$ cat src/rtl/triangle_unit_normal_macros.svh
// Assertion helpers shared by the RTL
`ifndef TRIANGLE_UNIT_NORMAL_MACROS_SVH
`define TRIANGLE_UNIT_NORMAL_MACROS_SVH

// same-cycle implication, disabled while in reset
`define TUN_CHK_IMP(lbl, ck, rst_n, ante, cons, msg) \
	lbl: assert property (@(posedge ck) disable iff (!rst_n) (ante) |-> (cons)) \
		else $error(msg);

// next-cycle implication, disabled while in reset
`define TUN_CHK_NXT(lbl, ck, rst_n, ante, cons, msg) \
	lbl: assert property (@(posedge ck) disable iff (!rst_n) (ante) |=> (cons)) \
		else $error(msg);

`endif

$ cat src/rtl/tun_pkg.sv
package tun_pkg;

	// defaults for the top-level parameters
	localparam int COORD_WIDTH_DEF      = 16;
	localparam int NORMAL_FRAC_BITS_DEF = 14;

	// largest normalized cross component magnitude lies in [2^60, 2^61)
	localparam int MAG_W       = 61;
	localparam int SPLIT_W     = 32;
	localparam int NORM_STAGES = 6;

	// square root datapath
	localparam int ROOT_W = 62;
	localparam int REM_W  = 64;
	localparam int SUM_W  = 2 * ROOT_W;

	// result component width
	localparam int OUT_W = 16;

	// cross product as sign and magnitude plus degenerate flag
	typedef struct packed {
		logic [2:0][MAG_W-1:0] mag;
		logic [2:0]            neg;
		logic                  degen;
	} nvec_t;

	// sideband that rides along the divider cells
	typedef struct packed {
		logic [2:0] neg;
		logic       degen;
	} ntag_t;

endpackage

$ cat src/rtl/tun_div_cell.sv
module tun_div_cell #(
	parameter int QW    = 16,
	parameter bit SHIFT = 1'b1
) (
	input  logic                            clk,
	input  logic                            en,
	input  logic [tun_pkg::ROOT_W-1:0]      len_in,
	input  logic [2:0][tun_pkg::ROOT_W:0]   r_in,
	input  logic [2:0][QW-1:0]              q_in,
	input  tun_pkg::ntag_t                  tag_in,
	output logic [tun_pkg::ROOT_W-1:0]      len_q,
	output logic [2:0][tun_pkg::ROOT_W:0]   r_q,
	output logic [2:0][QW-1:0]              q_q,
	output tun_pkg::ntag_t                  tag_q
);

	logic [2:0][tun_pkg::ROOT_W:0] rs;
	logic [2:0][tun_pkg::ROOT_W:0] rn;
	logic [2:0][QW-1:0]            qn;
	logic [tun_pkg::ROOT_W:0]      len_x;
	logic [2:0]                    ge;

	// one quotient bit per component, all three against the same length
	always_comb begin
		len_x = {1'b0, len_in};
		for (int i = 0; i < 3; i++) begin
			rs[i] = SHIFT ? {r_in[i][tun_pkg::ROOT_W-1:0], 1'b0} : r_in[i];
			ge[i] = (rs[i] >= len_x);
			rn[i] = ge[i] ? (rs[i] - len_x) : rs[i];
			qn[i] = {q_in[i][QW-2:0], ge[i]};
		end
	end

	always_ff @(posedge clk) begin
		if (en) begin
			len_q <= len_in;
			r_q   <= rn;
			q_q   <= qn;
			tag_q <= tag_in;
		end
	end

endmodule

$ cat config.mk
export PLATFORM = sky130hd
export DESIGN_NAME = tun_div_cell
export DESIGN_NICKNAME = d
export VERILOG_FILES = /design/src/rtl/triangle_unit_normal_macros.svh /design/src/rtl/tun_pkg.sv /design/src/rtl/tun_div_cell.sv
export SDC_FILE = /design/constraint.sdc
export NUM_CORES = 1
export LEC_CHECK = 0
export BUFFER_PORTS_ARGS = -buffer_cell sky130_fd_sc_hd__buf_2
export CAP_MARGIN = 40
export CORE_AREA = 2 2 235 237
export CTS_CLUSTER_DIAMETER = 50
export CTS_CLUSTER_SIZE = 20
export DETAILED_ROUTE_END_ITERATION = 8
export DIE_AREA = 0 0 237 239
export HOLD_SLACK_MARGIN = 0.1
export MAX_ROUTING_LAYER = met4
export PLACE_DENSITY_LB_ADDON = 0.3
export SYNTH_ARGS = -nofsm -noshare
export SYNTH_HDL_FRONTEND = slang
export SYNTH_SLANG_ARGS = --single-unit
$ cat constraint.sdc
create_clock -name clk -period 6.2 [get_ports clk]
set_clock_uncertainty 0.2 [all_clocks]
set_input_delay 0.31 -clock clk [delete_from_list [all_inputs] [get_ports clk]]
set_output_delay 0.31 -clock clk [all_outputs]
set_load 0.01 [all_outputs]
Word level (Yosys, flattened, before mapping)
Cells that the tools add are included.

word-level totals
  register bits = 303
  memory bits (writable) = 0
  word-level logic and storage cells = 21
  latch bits = 0
  bits of input ports = 305
  memories kept = 0
  memory bits (read-only) = 0
  output and inout port bits = 303

cells by class
  multipliers = 0
  equal/unequal tests = 0
  shift operators = 0
  reduce and logical (&&, ||, !) cells = 0
  bitwise logic cells = 0
  div/mod/pow operators = 0
  $lt $le $gt $ge = 3
  $add $sub $neg = 3
  mux-type cells = 3

operators by type and width
  cell              count
  $ge A63 B62 Y1    3
  $mux W63          3
  $sub A63 B62 Y63  3

Logic depth before layout (Yosys ltp)
  depth in word-level cells = 2
  depth in mapped cells = 15
  depth with buffers taken out = 13

Worst setup path after synthesis
No wires, ideal clock.

  path type = input to register
  start point = input port len_in[0] (netlist bit)
  end point = register r_q[186] (netlist bit) (data pin)
  data required time = 5740 ps
  path buffers = 0
  slack = 2473 ps
  arrival time = 3267 ps
  library setup time = 260 ps
  stages on the path = 12
  path through = inv_1 -> fa_1 -> a211oi_1 -> nor2_1 -> o41ai_1 -> a211oi_1 -> o31ai_1 -> a211oi_1 -> nor3b_2 -> o31ai_1 -> xor2_1 -> mux2_2

RTL lines
  element               RTL line            source
  from (decl)           tun_div_cell.sv:7   input logic [tun_pkg::ROOT_W-1:0] len_in,
  to (signal assigned)  tun_div_cell.sv:37  r_q <= rn;
  to (decl)             tun_div_cell.sv:12  output logic [2:0][tun_pkg::ROOT_W:0] r_q,

==> impl_metrics.csv <==
group,metric,value,unit
outcome,run_status,"finished clean",
yosys,synthesized_netlist_net_count,2861,
sta,hold_violations,0,
grt,track_usage,30.25,%
clocking,cts.repair.resized,0,
grt,grt_first_pass_wirelength,127.4,mm
cells_and_area,final_layout_size_suffix_gt1_share,22.26,%
sta,rsz0062_at_grt,"false",
sta,timing.final.crit_period,5.269,ns
route,vias_per_cell,5.618,
floorplanning,dieArea,56640,sq um
yosys,syn-mean-instance-area,9.498,sq um
grt,pin_count_of_the_biggest_net_entering_global_routing,141,
yosys,synth-async-reset-ratio,0,%
clocking,cts.sinks,303,
pwr,power.density_cell_area,255.3,nW/um^2
setup_path,timing.setup.critical_path_class,"primary input to flip-flop",
clocking,clockBufferDepth,3,
cells_and_area,final_util,56.72,%
placement,place.gp.congestion,0.9623,
route,avgRoutedWirePerCell,21.77,microns
clocking,cts_tree,"yes",
clocking,clockRootBuffer,"clkbuf_16",
route,dr_wl_met3,6.082,mm
setup_path,setup.worst_path.end_class,"flip-flop",
sta,maxSlewHeadroom,32.73,%
setup_path,crit_fanout,7,
route,routed-wl-met2,40.86,mm
pwr,report.power.total,7.868,mW
sta,worst_max_slew_pin_slew,1.003,ns
route,routed.top_layer,"met4",
pwr,power_leakage,13.59,nW
grt,overflow,0,
route,first_pass_iters,6,
yosys,synth_enable_flop_cells,303,
route,met1_length,36.48,mm
setup_path,required,6.32,ns
clocking,count_of_hold_fix_buffers_inserted_at_cts,297,
yosys,postSynthRegisterBits,303,
yosys,seq_area_frac_synth,40.47,%
yosys,synth_flop_cell,"edfxtp_1",
sta,setup_viol,0,
route,vias,22380,
sta,timing.final.max_slew_violations,0,
clocking,numCtsBuffers,44,
cells_and_area,layoutNonFillerInstCount,3984,
setup_path,critPathLaunchType,"primary input",
floorplanning,top_level_ports,608,
sta,period_share,84.98,%
floorplanning,placementRows,86,
cells_and_area,flow.area_growth_from_synthesis,37.09,%
yosys,number_of_library_cell_types_mapped_by_synthesis,76,
pwr,vdd_ir_drop_max,0.0001941,V
floorplanning,die_height,239,microns
floorplanning,core_area,54340,sq um
sta,timing.setup.tns,0,ns
route,route.antenna.remaining_nets,0,
yosys,mapped_area,22480,sq um
placement,place_inst,3596,
route,detail_route.wirelength,86.72,mm
placement,post-dp-hpwl,68.18,mm
placement,buffer_ports.inserted,601,
clocking,cts_post_setup_buffers_inserted,0,
job,max_cap_viol_count,0,
yosys,post_synth_inst_count,2367,
clocking,cts.clk_slew.worst_paths,0.07,ns
min_path,count_of_cells_along_the_worst_hold_path,2,
min_path,min-delay-path-class,"primary input to flip-flop",
floorplanning,chipWidth,237,microns
setup_path,critPathArrivalTime,5.39,ns
clocking,htree_num_levels,2,
route,drt_drc_violations_left,0,
grt,antenna_found_initial,11,
route,drt_iter0_drc,1603,
cells_and_area,num-nets-final,3729,
floorplanning,initial_cell_density_of_the_core,41.37,%
grt,first_global_vias,21880,
sta,achievable-frequency,189.8,MHz
yosys,yosys_warnings,0,
path summary, 6_finish.rpt:
| kind | slack, ns | startpoint | end |
|---|---|---|---|
| worst max-delay path | 0.93 | len_in[28] | r_q[186]$_DFFE_PP_ |
| worst min-delay path | 0.23 | q_in[4] | q_q[5]$_DFFE_PP_ |
critical path: stages:
cell           delay [ns]
dlygate4sd3_1        0.56
buf_2                0.13
inv_1                0.08
ha_1                 0.46
and2_1               0.47
nand3_1              0.20
or4_1                0.47
a211oi_1             0.69
o31ai_1              0.33
a211oi_1             0.60
nor3b_2              0.18
o31ai_1              0.49
xor2_1               0.12
mux2_2               0.29
routing by layer:
layer	vias to the layer above	GRT usage, %
met2	931	49.00
met1	10670	38.41
met3	169	4.688
met4	0	11.10
li1	10620	-
met5	-	-
synth_stat cells, types with 40 or more instances:
master	number	share of area, %
a21o_1	134	4.5
a21oi_1	269	6.0
clkbuf_1	80	1.3
edfxtp_1	303	40
ha_1	186	10
inv_1	112	1.9
mux2_1	70	3.5
nand2_1	242	4.0
nand3_1	40	0.89
nand4_1	54	1.5
nor2_1	152	2.5
o21ai_0	89	2.0
o21ai_1	75	1.7
xnor2_1	105	4.1
xor2_1	61	2.4
cell type report:
class                           instances  area, sq um
Clock buffer                           47         1134
Fill cell                            4749        23520
Inverter                              113        424.2
Multi-Input combinational cell       1849        12570
Timing Repair Buffer                  924         6230
Tap cell                              704        880.8
Antenna cell                            9        22.52
Sequential cell                       303         9099
Clock inverter                         35        464.2
logic make-up after synthesis:
group	synth area share (%)
AO/OA/AOI/OAI	21.52
AND/OR/NAND/NOR	13.31
flip-flops	40.47
buffers and inverters	3.740
adder cells (fa/ha/maj)	10.62
XOR/XNOR	6.467
multiplexers	3.879
report_power, final:
part / total [mW] / internal [mW] / switching, mW / leakage [nW]
combinational: 2.45 / 1.01 / 1.43 / 9.85
clock: 2.73 / 1.64 / 1.09 / 0.777
sequential: 2.69 / 2.61 / 0.0825 / 2.97
total: 7.87 / 5.26 / 2.61 / 13.6
sequential cells by signal (all words and copies together), names as in the netlist:
register	count
r_q	189
q_q	48
len_q	62
tag_q	4
cell usage in the layout (no fill, tap or decap), drive strengths merged, types with 35 or more instances in the layout:
cell type / Yosys / layout
buf: 22 / 626
edfxtp: 303 / 303
dlygate4sd3: 0 / 297
a21oi: 269 / 269
nand2: 242 / 242
ha: 186 / 186
o21ai: 164 / 164
nor2: 152 / 152
a21o: 134 / 134
inv: 113 / 132
xnor2: 105 / 105
mux2: 73 / 73
xor2: 61 / 61
nand4: 54 / 54
clkbuf: 80 / 47
nand3: 40 / 40
o21bai: 35 / 35
through the flow:
stage | setup WS [ns] | area, sq um | hold slack, ns
global route | 0.9244 | 30820 | 0.2253
CTS | 1.171 | 30800 | 0.2034
finish | 0.9314 | 30820 | 0.2333
floorplan | 2.473 | 22480 | 0.2089
detailed placement | 1.155 | 26230 | 0.2884
global placement | 1.174 | 26190 | 0.2862
Power figures use the tool's default switching activity.
