[config.mk]
export PLATFORM = sky130hd
export DESIGN_NAME = tun_norm_cell
export DESIGN_NICKNAME = d
export VERILOG_FILES = /design/src/rtl/triangle_unit_normal_macros.svh /design/src/rtl/tun_pkg.sv /design/src/rtl/tun_norm_cell.sv
export SDC_FILE = /design/constraint.sdc
export NUM_CORES = 1
export LEC_CHECK = 0
export ABC_CLOCK_PERIOD_IN_PS = 1800
export BUFFER_PORTS_ARGS = -buffer_cell sky130_fd_sc_hd__buf_2
export CORE_AREA = 2 2 140 196
export DETAILED_ROUTE_END_ITERATION = 12
export DIE_AREA = 0 0 142 198
export REMOVE_ABC_BUFFERS = 1
export SYNTH_ARGS = -nofsm -noshare
export SYNTH_HDL_FRONTEND = slang
export SYNTH_SLANG_ARGS = --single-unit
[constraint.sdc]
create_clock -name clk -period 1.8 [get_ports clk]
set_input_delay 0.09 -clock clk [delete_from_list [all_inputs] [get_ports clk]]
set_output_delay 0.09 -clock clk [all_outputs]
set_load 0.01 [all_outputs]
[src/rtl/triangle_unit_normal_macros.svh]
// Assertion helpers shared by the RTL
`ifndef TRIANGLE_UNIT_NORMAL_MACROS_SVH
`define TRIANGLE_UNIT_NORMAL_MACROS_SVH

// same-cycle implication, disabled while in reset
`define TUN_CHK_IMP(lbl, ck, rst_n, ante, cons, msg) \
	lbl: assert property (@(posedge ck) disable iff (!rst_n) (ante) |-> (cons)) \
		else $error(msg);

// next-cycle implication, disabled while in reset
`define TUN_CHK_NXT(lbl, ck, rst_n, ante, cons, msg) \
	lbl: assert property (@(posedge ck) disable iff (!rst_n) (ante) |=> (cons)) \
		else $error(msg);

`endif

[src/rtl/tun_pkg.sv]
package tun_pkg;

	// defaults for the top-level parameters
	localparam int COORD_WIDTH_DEF      = 16;
	localparam int NORMAL_FRAC_BITS_DEF = 14;

	// largest normalized cross component magnitude lies in [2^60, 2^61)
	localparam int MAG_W       = 61;
	localparam int SPLIT_W     = 32;
	localparam int NORM_STAGES = 6;

	// square root datapath
	localparam int ROOT_W = 62;
	localparam int REM_W  = 64;
	localparam int SUM_W  = 2 * ROOT_W;

	// result component width
	localparam int OUT_W = 16;

	// cross product as sign and magnitude plus degenerate flag
	typedef struct packed {
		logic [2:0][MAG_W-1:0] mag;
		logic [2:0]            neg;
		logic                  degen;
	} nvec_t;

	// sideband that rides along the divider cells
	typedef struct packed {
		logic [2:0] neg;
		logic       degen;
	} ntag_t;

endpackage

[src/rtl/tun_norm_cell.sv]
module tun_norm_cell #(
	parameter int SH = 1
) (
	input  logic           clk,
	input  logic           en,
	input  tun_pkg::nvec_t vec_in,
	output tun_pkg::nvec_t vec_q
);

	logic [3*SH-1:0] top_bits;
	logic            small_mag;
	tun_pkg::nvec_t  nxt;

	// shift all three left together when the top SH bits are clear in all
	always_comb begin
		nxt       = vec_in;
		top_bits  = {vec_in.mag[2][tun_pkg::MAG_W-1 -: SH],
			vec_in.mag[1][tun_pkg::MAG_W-1 -: SH],
			vec_in.mag[0][tun_pkg::MAG_W-1 -: SH]};
		small_mag = ~|top_bits;
		if (small_mag) begin
			for (int i = 0; i < 3; i++) begin
				nxt.mag[i] = vec_in.mag[i] << SH;
			end
		end
	end

	always_ff @(posedge clk) begin
		if (en) begin
			vec_q <= nxt;
		end
	end

endmodule

==> summary.txt, run 1 <==
Clocking
  • Total setup buffers inserted after CTS: 0
  • Clock sink count: 187
  • Cts repair resizes: 0
  • H-tree depth: 4
  • Hold buffer count at cts: 227
  • Inserted Clock Buffers: 17
  • CTS root buffer: clkbuf_16
  • Longest Clk Path Bufs: 2

Yosys
  • Adder-Cell Fraction of Synth Area: 0
  • Compound-cell area share of the yosys netlist: 0.00193
  • Sequential area share after synthesis: 0.720
  • Netlist Area Pre-Place: 7800 um^2
  • FF+latch count, synth: 187
  • Synth Area per Inst: 19.8 um^2
  • Cells after synthesis: 393
  • Synth warn: 0
  • Simple-Gate Fraction of Synth Area: 0.00642
  • Distinct cell type count of the synthesized netlist: 11
  • XOR/XNOR Fraction of Synth Area: 0
  • Post-synthesis mux area share: 0.256
  • Main combinational cell family by area after synthesis: multiplexers

Floorplan
  • Num ports: 376
  • Num rows: 71
  • Initial core utilization: 0.294
  • Die Wd: 142 um
  • DIE HEIGHT: 198 um

Placement
  • Post-DP HPWL: 15.3 mm
  • Placer congestion estimate: 0.752
  • Port buffer count: 375

Run status
  • First Err: [ERROR RSZ-0060] Max buffer count reached.
  • Status: did not finish
  • Fail Step: clock tree synthesis
==> synth_stat cells <==
master      n  area share
nor2b_1     3      0.0024
a21o_1      2      0.0019
edfxtp_1  187        0.72
nor2_1      2     0.00096
mux2_2    168        0.24
nor3_2      1      0.0013
mux2_1      9       0.013
or2_2       1     0.00080
buf_4      11       0.011
nor3b_1     1     0.00096
buf_2       8      0.0051
==> logic make-up after synthesis <==
| kind of cell | count (synthesis) |
|---|---|
| DFF | 187 |
| muxes | 177 |
| buffers and inverters | 19 |
| and+or+nand+nor | 8 |
| AOI/OAI and AO/OA | 2 |
==> metrics by stage <==
step	worst slack, ps	cells	instance area [um^2]	hold slack, ps	util
global placement	216	1094	10200	267	0.385
detailed placement	199	1094	10200	269	0.385
floorplan	-6170	374	7670	189	-
==> run 2: changes to the inputs <==
--- a/config.mk
+++ b/config.mk
@@ -7,9 +7,10 @@
 export LEC_CHECK = 0
 export ABC_CLOCK_PERIOD_IN_PS = 1800
 export BUFFER_PORTS_ARGS = -buffer_cell sky130_fd_sc_hd__buf_2
-export CORE_AREA = 2 2 140 196
+export CORE_AREA = 2 2 201 203
 export DETAILED_ROUTE_END_ITERATION = 12
-export DIE_AREA = 0 0 142 198
+export DIE_AREA = 0 0 203 205
+export PLACE_DENSITY_LB_ADDON = 0.15
 export REMOVE_ABC_BUFFERS = 1
 export SYNTH_ARGS = -nofsm -noshare
 export SYNTH_HDL_FRONTEND = slang
==> run 2 against run 1 <==
  * The flow now finishes without violations
  * Area after synthesis is the same
  * Synthesized cell count is the same
==> summary.txt, run 2 <==
Placement
  • Placer congestion estimate: 0.712 (-5.3%)
  • Cells after DPL: 1297 (+19%)
  • Post-DP HPWL: 16.7 mm (+9.3%)
  • Placed cell areas: 10500 um^2 (+3.0%)
  • Port buffer count: 375 (unchanged)
  • Pre-CTS setup slack: 212 ps (+13.7 ps)

Worst setup path
  • Crit end category: flop
  • Buf/Inv on CP: 4
  • CP top delay family: buffers and inverters
  • Slowest stage delay, CP: 560 ps
  • Crit path cell chain: buf_2 > nor3_4 > buf_12 > buf_12 > mux2_2 > dlygate4sd3_1
  • Most numerous cell on the critical path: buf_12
  • Startpoint types: primary input
  • Crit path max fanout: 32
  • CP Data Required Time: 1990 ps
  • Data arrival, critical path: 1870 ps
  • Worst Path Class, Setup: in -> reg
  • CP max stage cell: dlygate4sd3_1

Yosys
  • Yosys top cell area share: 0.720 (unchanged)
  • Post-synth EDFFs: 187 (unchanged)
  • Cells after synthesis: 393 (unchanged)
  • Distinct cell type count of the synthesized netlist: 11 (unchanged)
  • Async SR Flop Fraction: 0 (unchanged)
  • Synth warn: 0 (unchanged)
  • Synth top area cells: edfxtp_1 72%, mux2_2 24%, mux2_1 1.3%
  • Netlist Area Pre-Place: 7800 um^2 (unchanged)
  • Ys flop type: edfxtp_1
  • FF+latch count, synth: 187 (unchanged)
  • Sequential area share after synthesis: 0.720 (unchanged)
  • Most frequent cell after synthesis: edfxtp_1
  • Synth Area per Inst: 19.8 um^2 (unchanged)
  • Synth area leader: edfxtp_1
  • Post-synth top cells: 187 x edfxtp_1, 168 x mux2_2, 11 x buf_4, 9 x mux2_1, 8 x buf_2

Global routing
  • First-pass GRT wire length: 35.8 mm
  • Largest net degree at the start of global routing: 61
  • Vias in the first global route: 6552
  • Initial antenna violation count: 0
  • GR Overflow Total: 0
  • Gr usage total: 0.113

STA
  • Hold slack final: 44.5 ps
  • Max-slew violations: 0
  • Fin crit share: 0.935
  • Slew @ Worst Pin: 380 ps
  • Setup TNS: 0 ps
  • Setup violations, final: 0
  • Final Hold Viols: 0
  • Tmin final: 1680 ps
  • Max Freq: 0.594 GHz
  • Max-slew headroom at the worst pin: 0.747
  • Final worst setup slack: 118 ps
  • RSZ-0062 raised after global routing: no

Pwr
  • VDD IR max: 639 uV
  • P_int: 8.53 mW
  • Static leakage: 5.51 nW
  • Clock Power Share: 0.355
  • Total power: 11.2 mW
  • Sw Pwr: 2.69 mW
  • Switching part of the total: 0.240
  • Combinational share of power: 0.171
  • Pwr Density: 820 nW/um^2
  • Sequential Power Share: 0.474

Layout
  • Max FFs per register: 187
  • Synth-to-layout area growth: 75.7%
  • Share of cells above drive strength 1: 0.565
  • Most flop-heavy register: vec_q
  • Most common cell after layout, fill and taps aside: buf_2
  • Regs by FF count: vec_q x187
  • Final Cell Area: 13700 um^2
  • Ant diodes: 0
  • Post-Layout Cell Count: 1585
  • Commonest cells after routing, fill and taps aside: 374 x buf_2, 256 x dlygate4sd3_1, 187 x edfxtp_1, 168 x mux2_2, 17 x clkbuf_16
  • # nets final: 1236
  • Final Util: 0.348

Clocking
  • Clock sink count: 187 (unchanged)
  • CTS tree: yes
  • Total setup buffers inserted after CTS: 0 (unchanged)
  • CTS root buffer: clkbuf_16
  • Inserted Clock Buffers: 17 (unchanged)
  • Clk pin slew, worst setup/hold paths: 80 ps
  • Longest Clk Path Bufs: 2 (unchanged)
  • H-tree depth: 4 (unchanged)

Detailed routing
  • Via-per-instance ratio: 3.78
  • Iteration-0 DRC Markers: 194
  • Vias: 5984
  • Final wirelength: 23.9 mm
  • Post-route DRC: 0
  • Detail Route Antenna Nets: 0
  • TritonRoute pass-1 iters: 4
  • Per-cell routed wire length: 15.1 um

Floorplan
  • Die Area: 41600 um^2
  • Core ar.: 39400 um^2
  • Initial core utilization: 0.198 (-0.0955)
  • Die Wd: 203 um (+43%)
  • Num rows: 73 (+2.8%)
  • DIE HEIGHT: 205 um (+3.5%)
  • Num ports: 376 (unchanged)

Run status
  • Status: finished, final reports clean

Min path
  • Tightest Hold Check Type: in -> reg

Run
  • Max-cap violations: 0
## run 2: cell counts after synthesis
Identical to the previous run, type by type.
## run 2: kinds of logic (layout without fill, tap and decap cells)
logic type	count (synthesis)	after routing	synth area share
and+or+nand+nor	8	8	0.00642
DFF	187	187	0.720
buffers and inverters	19	686	0.0157
muxes	177	177	0.256
AOI/OAI and AO/OA	2	2	0.00193
## run 2: final cells by class
type	count	area, um^2
Fill cell	3938	25700
Sequential cell	187	5620
Timing Repair Buffer	654	4760
Multi-Input combinational cell	187	2060
Tap cell	525	657
Clock buffer	18	429
Clock inverter	14	170
## run 2: path summary, 6_finish.rpt
path / from / end / slack, ps / depth (start not counted)
worst max-delay path: vec_in[186] / vec_q[73] / 120 / 6
worst min-delay path: en / vec_q[167] / 40 / 1
## run 2: power by group through the flow
stage | clock network (mW) | registers [mW] | logic [mW]
finish | 3.98 | 5.32 | 1.92
global route | 4.32 | 5.36 | 2.07
CTS | 4.19 | 5.33 | 1.93
detailed placement | 0 | 5.43 | 1.44
global placement | 0 | 5.42 | 1.46
floorplan | 0 | 5.65 | 0.377
## run 2: per-layer routing
metal,track usage,part of all wire
met3,0.0472,0.077
met1,0.128,0.41
met4,0.0308,0.011
met2,0.196,0.51
met5,0,0
## run 2: timing repair
item | CTS | global route
setup endpoints to repair | 0 | 0
hold buffers | 256 | 0
hold endpoints to repair | 187 | 0
gates resized for setup | 0 | 0
No activity file was read; power rests on OpenSTA's default activity.
