==> config.mk <==
export PLATFORM = sky130hd
export DESIGN_NAME = tun_sqrt_cell
export DESIGN_NICKNAME = d
export VERILOG_FILES = /design/src/rtl/triangle_unit_normal_macros.svh /design/src/rtl/tun_pkg.sv /design/src/rtl/tun_sqrt_cell.sv
export SDC_FILE = /design/constraint.sdc
export NUM_CORES = 1
export LEC_CHECK = 0
export BUFFER_PORTS_ARGS = -buffer_cell sky130_fd_sc_hd__buf_4
export CELL_PAD_IN_SITES_DETAIL_PLACEMENT = 1
export CELL_PAD_IN_SITES_GLOBAL_PLACEMENT = 2
export CORE_AREA = 2 2 344 346
export CTS_BUF_LIST = sky130_fd_sc_hd__clkbuf_4 sky130_fd_sc_hd__clkbuf_8 sky130_fd_sc_hd__clkbuf_16
export CTS_CLUSTER_SIZE = 8
export DETAILED_ROUTE_END_ITERATION = 10
export DIE_AREA = 0 0 346 348
export MAX_ROUTING_LAYER = met4
export PLACE_DENSITY = 0.52
export SLEW_MARGIN = 20
export SYNTH_ARGS = -nofsm -noshare
export SYNTH_HDL_FRONTEND = slang
export SYNTH_SLANG_ARGS = --single-unit
==> constraint.sdc <==
create_clock -name clk -period 5.45 [get_ports clk]
set_clock_uncertainty 0.1 [all_clocks]
set_input_delay 0.2725 -clock clk [delete_from_list [all_inputs] [get_ports clk]]
set_output_delay 0.2725 -clock clk [all_outputs]
set_load 0.02 [all_outputs]
==> src/rtl/triangle_unit_normal_macros.svh <==
// Assertion helpers shared by the RTL
`ifndef TRIANGLE_UNIT_NORMAL_MACROS_SVH
`define TRIANGLE_UNIT_NORMAL_MACROS_SVH

// same-cycle implication, disabled while in reset
`define TUN_CHK_IMP(lbl, ck, rst_n, ante, cons, msg) \
	lbl: assert property (@(posedge ck) disable iff (!rst_n) (ante) |-> (cons)) \
		else $error(msg);

// next-cycle implication, disabled while in reset
`define TUN_CHK_NXT(lbl, ck, rst_n, ante, cons, msg) \
	lbl: assert property (@(posedge ck) disable iff (!rst_n) (ante) |=> (cons)) \
		else $error(msg);

`endif

==> src/rtl/tun_pkg.sv <==
package tun_pkg;

	// defaults for the top-level parameters
	localparam int COORD_WIDTH_DEF      = 16;
	localparam int NORMAL_FRAC_BITS_DEF = 14;

	// largest normalized cross component magnitude lies in [2^60, 2^61)
	localparam int MAG_W       = 61;
	localparam int SPLIT_W     = 32;
	localparam int NORM_STAGES = 6;

	// square root datapath
	localparam int ROOT_W = 62;
	localparam int REM_W  = 64;
	localparam int SUM_W  = 2 * ROOT_W;

	// result component width
	localparam int OUT_W = 16;

	// cross product as sign and magnitude plus degenerate flag
	typedef struct packed {
		logic [2:0][MAG_W-1:0] mag;
		logic [2:0]            neg;
		logic                  degen;
	} nvec_t;

	// sideband that rides along the divider cells
	typedef struct packed {
		logic [2:0] neg;
		logic       degen;
	} ntag_t;

endpackage

==> src/rtl/tun_sqrt_cell.sv <==
module tun_sqrt_cell (
	input  logic                        clk,
	input  logic                        en,
	input  logic [tun_pkg::REM_W-1:0]   rem_in,
	input  logic [tun_pkg::ROOT_W-1:0]  root_in,
	input  logic [tun_pkg::SUM_W-1:0]   sum_in,
	input  tun_pkg::nvec_t              vec_in,
	output logic [tun_pkg::REM_W-1:0]   rem_q,
	output logic [tun_pkg::ROOT_W-1:0]  root_q,
	output logic [tun_pkg::SUM_W-1:0]   sum_q,
	output tun_pkg::nvec_t              vec_q
);

	logic [tun_pkg::REM_W+1:0] cur;
	logic [tun_pkg::REM_W+1:0] trial;
	logic [tun_pkg::REM_W+1:0] diff;
	logic                      ge;

	// one root bit: bring down two radicand bits, try root*4+1
	always_comb begin
		cur   = {rem_in, sum_in[tun_pkg::SUM_W-1 -: 2]};
		trial = {{(tun_pkg::REM_W - tun_pkg::ROOT_W){1'b0}}, root_in, 2'b01};
		ge    = (cur >= trial);
		diff  = cur - trial;
	end

	always_ff @(posedge clk) begin
		if (en) begin
			rem_q  <= ge ? diff[tun_pkg::REM_W-1:0] : cur[tun_pkg::REM_W-1:0];
			root_q <= {root_in[tun_pkg::ROOT_W-2:0], ge};
			sum_q  <= {sum_in[tun_pkg::SUM_W-3:0], 2'b00};
			vec_q  <= vec_in;
		end
	end

endmodule

; ---- Word level (Yosys, flattened, before mapping)
; Index checks and enable logic that the tools add are counted.
[totals]
ff_bits = 435
latchBits = 0
ramBits = 0
mem_bits_ro = 0
output_inout_bits = 437
elab_cells = 11
mem_count = 0
[op_classes]
addsub = 1
multipliers = 0
div = 0
magnitude_cmp = 1
n_eq_ne = 0
shift = 0
mux = 1
n_bitwise = 0
n_reduce_logical = 0
[ops]
columns = operator, n
row1 = $ge 66x64->1, 1
row2 = $mux 64, 1
row3 = $sub 64x64->64, 1

; ---- Logic depth before layout (Yosys ltp)
[logic_depth]
word_depth = 2
ltp_mapped = 16

; ---- Least setup slack after synthesis
; Ideal clock, no wire load.
[synth_path]
kind = input to register
startpoint = input port root_in[7] (netlist bit)
endpoint = register rem_q[17] (netlist bit) (data pin)
setup_ns = 0.260
arrival_ns = 2.960
required_ns = 5.090
setup_slack_ns = 2.130
cell_stages = 16
path_buffers = 3
path_cell_list = inv_1 -> ha_1 -> buf_6 -> a21o_1 -> nor2_2 -> nand4b_1 -> a21oi_4 -> a21oi_4 -> o211ai_4 -> o31ai_4 -> a41oi_4 -> a31oi_4 -> nor4_4 -> buf_8 -> buf_12 -> mux2_4
[synth_via]
elab_chain_len = 2
word_cells_on_any_way = 3
cone_classes = 1 x add/sub / 1 x order compare / 1 x mux
[synth_rtl]
columns = item, line
row1 = start: declaration, tun_sqrt_cell.sv:5  ; input logic [tun_pkg::ROOT_W-1:0] root_in,
row2 = $sub 64x64->64 or $ge 66x64->1 (tied branches), "tun_sqrt_cell.sv:24, tun_sqrt_cell.sv:23"
row3 = $mux 64 (*), tun_sqrt_cell.sv:29  ; rem_q <= ge ? diff[tun_pkg::REM_W-1:0] : cur[tun_pkg::REM_W-1:0];
row4 = end signal: assignment, tun_sqrt_cell.sv:29
row5 = end: declaration, tun_sqrt_cell.sv:8  ; output logic [tun_pkg::REM_W-1:0] rem_q,
; Every way passes the cells marked *; elsewhere a longest branch is shown, timed or not.
; A chain may end at the register's enable or synchronous reset.

; ---- Final worst setup path
[layout_path]
startpoint = input port rem_in[14] (netlist bit)
endpoint = register rem_q[61] (netlist bit) (data pin)
[layout_via]
elab_chain_len = 2
word_cells_on_any_way = 3
cone_classes = 1 x add/sub / 1 x order compare / 1 x mux
[layout_rtl]
columns = item, line
row1 = start: declaration, tun_sqrt_cell.sv:4  ; input logic [tun_pkg::REM_W-1:0] rem_in,
row2 = $sub 64x64->64 or $ge 66x64->1 (tied branches), "tun_sqrt_cell.sv:24, tun_sqrt_cell.sv:23"
row3 = $mux 64 (*), tun_sqrt_cell.sv:29
; Marks and branches as above.

==> metrics.md <==
| Metric | Value |
|---|---|
| Vias | `15400` |
| Critical-path top delay cell | `sky130_fd_sc_hd__a221oi_1` |
| Num ports | `876` |
| Register Area | `13100 µm²` |
| Max-capacitance violation count | `0` |
| Worst Path Max Fanout | `7` |
| Total placed cells including tap cells | `3518` |
| DR WL/cell | `24.3 µm` |
| Synth Instances | `1130` |
| Vias in the first global route | `16800` |
| Leading cell type in the layout, fill and taps excluded | `sky130_fd_sc_hd__buf_4` |
| Number of buffers inserted during clock tree synthesis | `68` |
| Transition time at the pin with the least slew margin | `0.876 ns` |
| Crit path cell chain | `dlygate4sd3_1 > buf_4 > ha_1 > a21oi_1 > o21ai_0 > a221oi_1 > o22ai_1 > o21ai_1 > nand3_1 > a221oi_1 > o21a_1 > o21ai_0 > xor2_1 > mux2_4 > dlygate4sd3_1` |
| Mean Syn Cell Area | `16.1 µm²` |
| Count of pins over their slew limit | `0` |
| Total power per unit cell area | `320 nW/µm²` |
| Antenna-violating nets left | `0` |
| Remaining routing DRC violations | `0` |
| Maximum count of clock buffers along a single path | `3` |
| Pin count of the biggest net entering global routing | `110` |
| Area delta synth->final | `81.3%` |
| Pre-CTS worst setup slack | `0.518 ns` |
| Core Rows | `126` |
| Endpoints failing hold | `0` |
| Proportion of register bits with asynchronous set or reset after synthesis | `0%` |
| Commonest cells after routing, fill and taps aside | `sky130_fd_sc_hd__buf_4 (880), sky130_fd_sc_hd__dlygate4sd3_1 (435), sky130_fd_sc_hd__edfxtp_1 (435)` |
| Final Util | `28.2%` |
| Setup slack after layout | `0.617 ns` |
| Area taken by multi-input logic gates | `4570 µm²` |
| Final weighted congestion in routability-driven placement | `0.887` |
| Slowest cell delay on critical path | `0.61 ns` |
| Most instantiated flip-flop cell in the synthesis netlist | `sky130_fd_sc_hd__edfxtp_1` |
| Sink count of the clock tree | `435` |
| Share of synthesized area occupied by flip-flops and latches | `71.8%` |
| Die boundary height | `348 µm` |
| Class of the most critical setup path | `in -> reg` |
| TritonCTS clock tree | `done` |
| Data arrival time at the worst-slack endpoint | `5.10 ns` |
| Clk slew on worst S/H paths | `0.05 ns` |
| Final setup violating endpoints | `0` |
| Number of distinct library cells after synthesis | `71` |
| Run status | `completed` |
| Antenna violations before repair | `35` |
| Max transition margin | `41.1%` |
| Fraction of layout instances using a drive strength above 1 | `42.1%` |
| Die Footprint | `120000 µm²` |
| H-tree depth | `3` |
| Total of warnings raised by yosys | `0` |
| Die Span X | `346 µm` |
| Violation count after the first detailed-route iteration | `708` |
| Area of the mapped netlist | `18200 µm²` |
| Type of element capturing the critical path | `flip-flop` |
| Vias per Instance | `3.79` |
| Shortest period the worst path allows | `4.83 ns` |
| Placeable core region | `117000 µm²` |
| Library cell used as clock root buffer | `sky130_fd_sc_hd__clkbuf_16` |
| Startpoint type of the worst setup path | `input pin` |
| Final-layout setup total negative slack | `0 ns` |
| Total Wirelength | `98.8 mm` |
| Number of non-filler instances in the completed layout | `4062` |
| Sum of net half-perimeters after detailed placement | `79.5 mm` |
| Number of optimization iterations in the first detailed-route pass | `4` |
| Worst hold path type | `in -> reg` |
| Top achievable clock speed | `207 MHz` |
| Setup repair after global routing missed its margin | `false` |
| EDFF count, synth | `435` |
| Wire length of the first global-routing pass | `135 mm` |
| Final clock period utilization by the worst path | `88.7%` |
| Largest voltage drop on the vdd net | `182 µV` |
| Static power due to leakage | `13.7 nW` |
| Total routing resource utilization after global routing | `16.4%` |
| Count of state elements after synthesis | `435` |
| Initial core utilization | `15.5%` |
| Required arrival time at the worst endpoint | `5.71 ns` |
| Total number of nets in the final design | `2990` |
| PortBufs | `873` |
| Grt total ovfl | `0` |
| Fill cells | `12900` |
-- area by class of cell --
cell class,count,area share [%]
multi-input combinational,581,13.9
tap,1536,5.83
clock buffer,74,5.35
antenna,18,0.137
clock inverter,17,0.679
sequential,435,39.6
timing repair buffer,1321,33.6
inverter,80,0.911
-- layer usage --
metal  vias up  global-route usage (%)  routed length (µm)
met4         0                    4.34                2400
met2       621                    26.6               47800
met3       128                    8.96               11600
li1       6991                       -                   -
met5         -                       -                   0
met1      7640                    17.3               36900
-- state kept, by name, summed over array words and instances (netlist names) --
register and flops:
vec_q 187, sum_q 122, root_q 62, rem_q 64
-- path summary, 6_finish.rpt --
check             startpoint         to  slack [ns]  cells after the start
hold / removal            en  sum_q[33]        0.06                      1
setup / recovery  rem_in[14]  rem_q[61]        0.62                     15
-- cell families after synthesis --
group / after synthesis / share of synthesized area [%]
fa+ha+maj: 64 / 4.40
mux: 63 / 4.84
flops: 435 / 71.8
xor+xnor: 61 / 2.94
buf+inv: 115 / 3.06
other cells: 1 / 0.0206
compound gates: 218 / 8.28
simple gates: 173 / 4.64
-- cells in the mapped netlist, types with 3 or more instances --
cell type / number / area (µm²)
sky130_fd_sc_hd__nand2b_1: 4 / 25.0
sky130_fd_sc_hd__o21ai_0: 33 / 165
sky130_fd_sc_hd__buf_12: 5 / 100
sky130_fd_sc_hd__a21o_1: 38 / 285
sky130_fd_sc_hd__o21a_1: 8 / 60.1
sky130_fd_sc_hd__a31oi_1: 6 / 37.5
sky130_fd_sc_hd__a21oi_1: 74 / 370
sky130_fd_sc_hd__o21bai_1: 11 / 82.6
sky130_fd_sc_hd__mux2_4: 46 / 691
sky130_fd_sc_hd__nor2b_1: 6 / 37.5
sky130_fd_sc_hd__edfxtp_1: 435 / 13100
sky130_fd_sc_hd__o21ai_1: 6 / 30.0
sky130_fd_sc_hd__nand2_1: 63 / 236
sky130_fd_sc_hd__nor2_1: 37 / 139
sky130_fd_sc_hd__clkbuf_1: 13 / 48.8
sky130_fd_sc_hd__buf_2: 10 / 50.1
sky130_fd_sc_hd__ha_1: 64 / 801
sky130_fd_sc_hd__a211oi_2: 4 / 50.1
sky130_fd_sc_hd__and2_1: 4 / 25.0
sky130_fd_sc_hd__o31ai_1: 5 / 37.5
sky130_fd_sc_hd__inv_1: 80 / 300
sky130_fd_sc_hd__xnor2_1: 37 / 324
sky130_fd_sc_hd__xor2_1: 24 / 210
sky130_fd_sc_hd__nor3_1: 8 / 40.0
sky130_fd_sc_hd__nand3_1: 12 / 60.1
sky130_fd_sc_hd__nor4_1: 7 / 43.8
sky130_fd_sc_hd__mux2_2: 15 / 169
sky130_fd_sc_hd__buf_4: 3 / 22.5
sky130_fd_sc_hd__nand4_1: 20 / 125
sky130_fd_sc_hd__or3_1: 3 / 18.8
-- critical path: cells and delay by family --
| family | cells | cell delay [ns] |
|---|---|---|
| buffers and inverters | 3 | 1.23 |
| adder cells (fa/ha/maj) | 1 | 0.38 |
| AND/OR/NAND/NOR | 1 | 0.30 |
| AO/OA/AOI/OAI | 8 | 2.45 |
| multiplexers | 1 | 0.28 |
| XOR/XNOR | 1 | 0.17 |
-- what timing repair did --
action | CTS | global route
endpoints found under the setup margin | 0 | 1
hold buffers | 435 | 0
resized for setup | 0 | 1
endpoints found under the hold margin | 434 | 0
buffers inserted | 0 | 0
-- report_power, final --
part / leakage (nW) / total [mW] / switching, mW / internal [mW]
sequential: 4.26 / 4.16 / 0.104 / 4.06
combinational: 8.52 / 2.38 / 1.28 / 1.10
clock: 0.974 / 4.02 / 1.66 / 2.36
total: 13.7 / 10.6 / 3.04 / 7.52
-- per-stage QoR --
| step | cell area [µm²] | total power [mW] | hold slack, ns |
|---|---|---|---|
| floorplan | 18200 | 5.17 | 0.271 |
| global placement | 26600 | 6.34 | 0.352 |
| detailed placement | 26600 | 6.35 | 0.352 |
| CTS | 32900 | 10.8 | 0.0557 |
| global route | 33000 | 11.0 | 0.0954 |
| finish | 33000 | 10.6 | 0.0609 |
(Power assumes the default switching activity.)
